**config.mk**
```make
export PLATFORM = sky130hd
export DESIGN_NAME = inverter_trip_monitor_top
export DESIGN_NICKNAME = d
export VERILOG_FILES = /design/src/rtl/itm_pkg.sv /design/src/rtl/inverter_trip_monitor_top.sv
export SDC_FILE = /design/constraint.sdc
export NUM_CORES = 1
export LEC_CHECK = 0
export ABC_AREA = 0
export BUFFER_PORTS_ARGS = -buffer_cell sky130_fd_sc_hd__buf_2
export CORE_ASPECT_RATIO = 0.7
export CORE_MARGIN = 5
export CORE_UTILIZATION = 48
export DETAILED_ROUTE_END_ITERATION = 16
export GPL_TIMING_DRIVEN = 1
export MAX_ROUTING_LAYER = met4
export PLACE_DENSITY = 0.68
export SLEW_MARGIN = 10
export SYNTH_ARGS = -nofsm -noshare
export SYNTH_HDL_FRONTEND = slang
export SYNTH_SLANG_ARGS = --single-unit
```
**constraint.sdc**
```tcl
create_clock -name clk -period 4.6 [get_ports clk]
set_input_delay 0.23 -clock clk [delete_from_list [all_inputs] [get_ports clk]]
set_output_delay 0.23 -clock clk [all_outputs]
set_load 0.01 [all_outputs]
```
**src/rtl/itm_pkg.sv**
```systemverilog
// ============================================================================
// itm_pkg - shared types and constants for the inverter trip monitor
// Trip codes, register indexes and the beat field widths.
// ============================================================================
`default_nettype none

package itm_pkg;

  // Trip codes in priority order
  typedef enum logic [2:0] {
    TRIP_NONE    = 3'd0,
    TRIP_CUR_M   = 3'd1,
    TRIP_CUR_A   = 3'd2,
    TRIP_OVER_V  = 3'd3,
    TRIP_UNDER_V = 3'd4,
    TRIP_HEAT    = 3'd5,
    TRIP_GATE    = 3'd6
  } trip_id_t;

  // Configuration register indexes
  typedef enum logic [2:0] {
    CFG_ENABLE_MASK   = 3'd0,
    CFG_CUR_HIGH      = 3'd1,
    CFG_CUR_LOW       = 3'd2,
    CFG_OVER_VOLT     = 3'd3,
    CFG_UNDER_VOLT    = 3'd4,
    CFG_HEAT_LEVEL    = 3'd5
  } cfg_reg_t;

  // Enable mask bits
  localparam int unsigned EN_CUR   = 0;
  localparam int unsigned EN_OVER  = 1;
  localparam int unsigned EN_UNDER = 2;
  localparam int unsigned EN_HEAT  = 3;

  // Field widths
  localparam int unsigned CUR_W    = 13;
  localparam int unsigned MAG_W    = 14;
  localparam int unsigned VOLT_W   = 14;
  localparam int unsigned TEMP_W   = 12;
  localparam int unsigned MASK_W   = 4;
  localparam int unsigned CFG_IDX_W  = 3;
  localparam int unsigned CFG_DATA_W = 14;
  localparam int unsigned S_DATA_W = 56;
  localparam int unsigned M_DATA_W = 8;

  // Reset values of the configuration registers
  localparam logic [MASK_W-1:0] RST_ENABLE_MASK = 4'd15;
  localparam logic [CUR_W-1:0]  RST_CUR_HIGH    = 13'd3500;
  localparam logic [CUR_W-1:0]  RST_CUR_LOW     = 13'd500;
  localparam logic [VOLT_W-1:0] RST_OVER_VOLT   = 14'd6080;
  localparam logic [VOLT_W-1:0] RST_UNDER_VOLT  = 14'd2880;
  localparam logic [TEMP_W-1:0] RST_HEAT_LEVEL  = 12'd1000;

endpackage

`default_nettype wire

```
**src/rtl/inverter_trip_monitor_top.sv**
```systemverilog
// ============================================================================
// inverter_trip_monitor_top - inverter power stage protection monitor
// One trip code per tick of phase currents, bus voltage, IGBT temperature
// and gate-driver status, checked in strict priority order.
// ============================================================================
// Usage:
//   s_* channel: one beat per control tick carrying both phase currents,
//   the filtered bus voltage, the IGBT temperature reading and gate_ok.
//   m_* channel: one beat per input beat carrying the trip code.
//   cfg_* channel: register writes (index, data); always ready. Write only
//   while no beat is in flight.
// Path: an input beat passes the input register, then the result register,
//   to become the trip code. Throughput: one beat per cycle while m_tready
//   is high; the leaky counters are updated in the same cycle the item moves
//   into the result register, so the next item sees them at once.
// Reset: clears both stages, restores the register defaults and zeroes the
//   over-voltage, under-voltage and heat counters.
// Stall: when m_tready is low the result register holds; the input register
//   still takes one more beat, then s_tready drops until the result moves.
// ============================================================================
`default_nettype none

module inverter_trip_monitor_top
  import itm_pkg::*;
#(
  parameter int unsigned VOLT_TRIP_COUNT = 5,
  parameter int unsigned HEAT_TRIP_COUNT = 10
) (
  input  wire logic                  clk,
  input  wire logic                  rst,
  // s_tdata: current_m[12:0], current_a[25:13], bus_voltage[39:26],
  //          igbt_temp[51:40], gate_ok[52], zero[55:53]
  input  wire logic                  s_tvalid,
  output logic                       s_tready,
  input  wire logic [S_DATA_W-1:0]   s_tdata,
  // m_tdata: trip_id[2:0], zero[7:3]
  output logic                       m_tvalid,
  input  wire logic                  m_tready,
  output logic [M_DATA_W-1:0]        m_tdata,
  input  wire logic                  cfg_valid,
  output logic                       cfg_ready,
  input  wire logic [CFG_IDX_W-1:0]  cfg_index,
  input  wire logic [CFG_DATA_W-1:0] cfg_data
);

  // Counters hold up to limit+2 before the clamp
  localparam int unsigned VCNT_W = $clog2(VOLT_TRIP_COUNT + 3);
  localparam int unsigned HCNT_W = $clog2(HEAT_TRIP_COUNT + 3);
  localparam logic [VCNT_W-1:0] VLIM = VCNT_W'(VOLT_TRIP_COUNT);
  localparam logic [HCNT_W-1:0] HLIM = HCNT_W'(HEAT_TRIP_COUNT);

  // Configuration registers
  logic [MASK_W-1:0] enable_mask;
  logic [CUR_W-1:0]  cur_high;
  logic [CUR_W-1:0]  cur_low;
  logic [VOLT_W-1:0] over_level;
  logic [VOLT_W-1:0] under_level;
  logic [TEMP_W-1:0] heat_level;

  // Input stage
  logic              in_vld;
  logic [CUR_W-1:0]  cur_m;
  logic [CUR_W-1:0]  cur_a;
  logic [VOLT_W-1:0] vbus;
  logic [TEMP_W-1:0] temp;
  logic              gate_ok;

  // Result stage
  logic       out_vld;
  trip_id_t   code;
  trip_id_t   code_next;

  // Leaky counters
  logic [VCNT_W-1:0] ov_cnt, ov_cnt_next;
  logic [VCNT_W-1:0] uv_cnt, uv_cnt_next;
  logic [HCNT_W-1:0] ht_cnt, ht_cnt_next;

  logic adv;

  assign cfg_ready = 1'b1;
  assign adv       = in_vld && (!out_vld || m_tready);
  assign s_tready  = !in_vld || adv;
  assign m_tvalid  = out_vld;
  assign m_tdata   = {(M_DATA_W - 3)'(0), code};

  // Configuration writes; indexes beyond the list are dropped
  always_ff @(posedge clk) begin
    if (rst) begin
      enable_mask <= RST_ENABLE_MASK;
      cur_high    <= RST_CUR_HIGH;
      cur_low     <= RST_CUR_LOW;
      over_level  <= RST_OVER_VOLT;
      under_level <= RST_UNDER_VOLT;
      heat_level  <= RST_HEAT_LEVEL;
    end else if (cfg_valid) begin
      case (cfg_index)
        CFG_ENABLE_MASK: enable_mask <= cfg_data[MASK_W-1:0];
        CFG_CUR_HIGH:    cur_high    <= cfg_data[CUR_W-1:0];
        CFG_CUR_LOW:     cur_low     <= cfg_data[CUR_W-1:0];
        CFG_OVER_VOLT:   over_level  <= cfg_data[VOLT_W-1:0];
        CFG_UNDER_VOLT:  under_level <= cfg_data[VOLT_W-1:0];
        CFG_HEAT_LEVEL:  heat_level  <= cfg_data[TEMP_W-1:0];
        default: ;
      endcase
    end
  end

  // Input register: take a beat whenever the stage is empty or moving on
  always_ff @(posedge clk) begin
    if (rst) begin
      in_vld <= 1'b0;
    end else if (s_tready) begin
      in_vld <= s_tvalid;
    end
  end

  always_ff @(posedge clk) begin
    if (s_tready && s_tvalid) begin
      cur_m   <= s_tdata[12:0];
      cur_a   <= s_tdata[25:13];
      vbus    <= s_tdata[39:26];
      temp    <= s_tdata[51:40];
      gate_ok <= s_tdata[52];
    end
  end

  // Trip evaluation
  logic [MAG_W-1:0]  mag_m, mag_a;
  logic              trip_m, trip_a, cur_trip;
  logic [VCNT_W-1:0] ov_raw, uv_raw;
  logic [HCNT_W-1:0] ht_raw;
  logic              ov_hit, uv_hit, ht_hit;
  logic              run_ov, run_uv, run_ht;

  always_comb begin
    // Full-width magnitude, so the most negative sample gives 4096
    mag_m = cur_m[CUR_W-1] ? MAG_W'(0) - {cur_m[CUR_W-1], cur_m} : {1'b0, cur_m};
    mag_a = cur_a[CUR_W-1] ? MAG_W'(0) - {cur_a[CUR_W-1], cur_a} : {1'b0, cur_a};
    trip_m = enable_mask[EN_CUR] &&
             (mag_m > {1'b0, cur_high} || mag_m < {1'b0, cur_low});
    trip_a = enable_mask[EN_CUR] &&
             (mag_a > {1'b0, cur_high} || mag_a < {1'b0, cur_low});
    cur_trip = trip_m || trip_a;

    // Over-voltage runs only if the current window passed
    if (vbus > over_level) ov_raw = ov_cnt + VCNT_W'(1);
    else if (ov_cnt != '0) ov_raw = ov_cnt - VCNT_W'(1);
    else                   ov_raw = ov_cnt;
    run_ov = enable_mask[EN_OVER] && !cur_trip;
    ov_hit = run_ov && (ov_raw > VLIM);

    if (vbus < under_level) uv_raw = uv_cnt + VCNT_W'(1);
    else if (uv_cnt != '0)  uv_raw = uv_cnt - VCNT_W'(1);
    else                    uv_raw = uv_cnt;
    run_uv = enable_mask[EN_UNDER] && !cur_trip && !ov_hit;
    uv_hit = run_uv && (uv_raw > VLIM);

    if (temp < heat_level) ht_raw = ht_cnt + HCNT_W'(1);
    else if (ht_cnt != '0) ht_raw = ht_cnt - HCNT_W'(1);
    else                   ht_raw = ht_cnt;
    run_ht = enable_mask[EN_HEAT] && !cur_trip && !ov_hit && !uv_hit;
    ht_hit = run_ht && (ht_raw > HLIM);

    // Disabled or skipped checks hold their counters; a trip clamps
    ov_cnt_next = ov_cnt;
    if (run_ov) ov_cnt_next = (ov_raw > VLIM) ? VLIM + VCNT_W'(1) : ov_raw;
    uv_cnt_next = uv_cnt;
    if (run_uv) uv_cnt_next = (uv_raw > VLIM) ? VLIM + VCNT_W'(1) : uv_raw;
    ht_cnt_next = ht_cnt;
    if (run_ht) ht_cnt_next = (ht_raw > HLIM) ? HLIM + HCNT_W'(1) : ht_raw;

    if (trip_m)        code_next = TRIP_CUR_M;
    else if (trip_a)   code_next = TRIP_CUR_A;
    else if (ov_hit)   code_next = TRIP_OVER_V;
    else if (uv_hit)   code_next = TRIP_UNDER_V;
    else if (ht_hit)   code_next = TRIP_HEAT;
    else if (!gate_ok) code_next = TRIP_GATE;
    else               code_next = TRIP_NONE;
  end

  // Result register and counters advance together
  always_ff @(posedge clk) begin
    if (rst) begin
      out_vld <= 1'b0;
      ov_cnt  <= '0;
      uv_cnt  <= '0;
      ht_cnt  <= '0;
    end else begin
      if (adv) begin
        out_vld <= 1'b1;
        ov_cnt  <= ov_cnt_next;
        uv_cnt  <= uv_cnt_next;
        ht_cnt  <= ht_cnt_next;
      end else if (m_tready) begin
        out_vld <= 1'b0;
      end
    end
  end

  always_ff @(posedge clk) begin
    if (adv) begin
      code <= code_next;
    end
  end

endmodule

`default_nettype wire

```
==> impl_metrics.toml <==
[grt]
antenna_found_initial = 0
grt_max_degree = 54
grt_pass1_wl_um = 30600
overflow = 0
grt_pass1_vias = 6025
grtUsageTotal = 0.212

[die]
initial_utilization = 0.484
ios = 89
die_area_um2 = 19000
fp.dieH_um = 117
dieWidth_um = 163
num_rows = 39
core-area_um2 = 16200

[synth]
synth_xor_area_frac = 0.0234
synth_edf_count = 56
yosysSeqAreaShare = 0.423
synthMuxAreaShare = 0.0145
yosysWarnings = 0
synthAdderAreaFrac = 0.158
async_flop_share = 0
synthSimpleGateAreaFrac = 0.160
ys_ff_latch = 138
synth_flop_cell = "dfxtp_1"
syn_avg_cell_area_um2 = 9.36
synth_compound_gate_area_share = 0.162
syn_inst = 838
synthDistinctLibCells = 63
syn-cell-area_um2 = 7850
synth_top_family_by_area = "compound AO/OA/AOI/OAI gates"

[setup_path]
worstReg2RegStart = "cur_m[5]$_DFFE_PP_"
r2r_cells = 15
worst-setup-path-type = "flip-flop to flip-flop"
critPathLaunch = "cur_m[5]$_DFFE_PP_"
r2r-end = "ht_cnt[1]$_SDFFE_PP0P_"
path_max_fanout = 6
crit_path_end_kind = "flip-flop"
arrival_ps = 4580
cp_data_required_time_ps = 4890
start_kind = "flip-flop"
r2r_setup_slack_ps = 310

[detailed_routing]
drc = 0
num_vias = 6357
drt_iter0_drc = 481
vias_per_cell = 5.25
ant_nets = 0
first_pass_iters = 5
wl_um = 18600
wl_per_cell_um = 15.4

[timing]
min_period_over_period = 0.932
finClkSkew_ps = 12.5
final_hold_viol_count = 0
drv_slew = 0
relSlewSlack = 0.487
fin_crit_ps = 4290
tns_ps = 0
fin_ws_ps = 311
tightest_slew_ps = 770
setup_viol = 0
rsz0062_at_grt = "no"
fmax_mhz = 233

[job]
max_cap_viol_count = 0

[final_layout]
layout-drive-gt1-share = 0.143
nets = 1150
diodes = 0
syn2layout_area_growth_pct = 22.4
final_util = 0.593
fillers = 1409
fin_area_um2 = 9600

[pwr]
max-vdd-ir-drop_mv = 0.257
p_per_area_nw_per_um2 = 322
p_leak_uw = 0.00404

[outcome]
status = "finished clean"

[clock_tree]
cts_tree = "yes"
insertion_delay_ps = 430
cts_post_setup_buffers_inserted = 0
cts_max_level = 4
path_clk_slew_ps = 60
numCtsBuffers = 17
cts.sinks = 138
root_buffer = "clkbuf_16"
clock_path_buffers = 2

[placement]
gp_congestion = 0.891
placed_cell_area_um2 = 8480
io_buffers = 79
dp_slack_ps = 140
dp.final_hpwl_um = 13200

[worst_hold_path]
holdPathEnd = "in_vld$_SDFFE_PP0N_"
min_path_cells = 3
hold_path.class = "input pin to flip-flop"
min-delay-start = "s_tvalid"
==> power by group <==
part,internal [µW],switching (µW),total [µW]
registers,1330,34.6,1360
logic,205,255,460
clock network,721,544,1270
==> state kept, by name, indices dropped and copies added, names as in the netlist, 4 cells and up <==
| register | count |
|---|---|
| over_level | 14 |
| under_level | 14 |
| vbus | 14 |
| cur_a | 13 |
| cur_high | 13 |
| cur_low | 13 |
| cur_m | 13 |
| heat_level | 12 |
| temp | 12 |
| enable_mask | 4 |
| ht_cnt | 4 |
==> layer usage <==
| metal | GRT usage | wire, µm | share of wire | vias to the layer above |
|---|---|---|---|---|
| met4 | 0.0508 | 196 | 0.011 | 0 |
| met5 | - | 0 | 0 | - |
| met2 | 0.325 | 8080 | 0.43 | 160 |
| met3 | 0.0375 | 993 | 0.053 | 18 |
| li1 | - | - | - | 3242 |
| met1 | 0.296 | 9350 | 0.50 | 2937 |
==> worst max path at each step <==
stage	endpoint	slack (ps)	cells after the start
floorplan	uv_cnt[2]$_SDFFE_PP0P_	390	13
global placement	ht_cnt[0]$_SDFFE_PP0P_	250	15
detailed placement	ht_cnt[1]$_SDFFE_PP0P_	140	15
CTS	ht_cnt[1]$_SDFFE_PP0P_	140	15
global route	ht_cnt[1]$_SDFFE_PP0P_	40	15
finish	ht_cnt[1]$_SDFFE_PP0P_	310	15
==> cells in the final DEF (no fill, tap or decap), types with 13 or more instances in the layout <==
cell and instances:
nand2_1 141, ha_1 99, inv_1 82, dfxtp_1 82, buf_2 79, a21oi_1 71
edfxtp_1 56, dlygate4sd3_1 53, o211ai_1 31, nor2_1 22, nand3_1 21, o21ai_0 21
xnor2_1 19, clkbuf_16 17, nand2b_1 16, nor2b_1 13
==> Yosys cell counts, drive strengths merged (6+ instances only) <==
master	n	area [µm²]
clkbuf	23	86.3
buf	7	48.8
ha	99	1240
and3	7	43.8
nand2	141	529
dfxtp	82	1640
o211ai	31	233
xnor2	20	175
o31ai	8	65.1
nor2b	13	81.3
nor3	8	40.0
nand4	10	68.8
a21o	10	75.1
o41ai	6	52.6
a211oi	8	97.6
a21oi	71	355
nor2	22	82.6
a31oi	6	52.6
nand3	22	115
inv	82	308
nand2b	16	100
edfxtp	56	1680
o21ai	25	125
mux2i	8	80.1
==> worst max-delay path, stage by stage (launching register included) <==
cell and delay, ps:
edfxtp_1 420, or4_4 570, or4_1 420, or2_2 320, nor4b_2 260, buf_4 170
ha_1 240, and3_1 230, a221oi_2 260, a21oi_1 100, nor3_2 190, buf_4 170
nand3_4 120, a211oi_4 390, and4b_1 250, nor3_1 40
==> cell type report <==
| cell class | count | area [µm²] | area share |
|---|---|---|---|
| well taps | 225 | 282 | 0.0293 |
| repair buffers | 142 | 1000 | 0.104 |
| multi-input cells | 591 | 4140 | 0.431 |
| inverters | 83 | 312 | 0.0324 |
| flip-flops and latches | 138 | 3320 | 0.346 |
| clock buffers | 20 | 457 | 0.0476 |
| clock inverters | 12 | 90.1 | 0.00938 |
==> cell families (layout without fill, tap and decap cells) <==
kind of cell               after synthesis  after routing
and+or+nand+nor                        264            264
adders and majority gates               99             99
buffers and inverters                  113            257
other                                    2              6
xor gates and xnor gates                21             21
AOI/OAI and AO/OA                      190            190
muxes                                   11             11
DFF                                    138            138
==> metrics by stage <==
step,hold slack (ps),total power [µW],instances
after global placement,406,1790,1126
after floorplan,329,1660,842
after global routing,67.1,3230,1211
final,40.2,3090,1211
after CTS,26.7,3100,1211
after detailed placement,408,1800,1126
==> repair_timing <==
item	CTS	global route
hold endpoints to repair	53	0
hold buffers	53	0
endpoints found under the setup margin	0	9
resized for setup	0	8
Note: power is estimated with default switching activity, not from simulation.
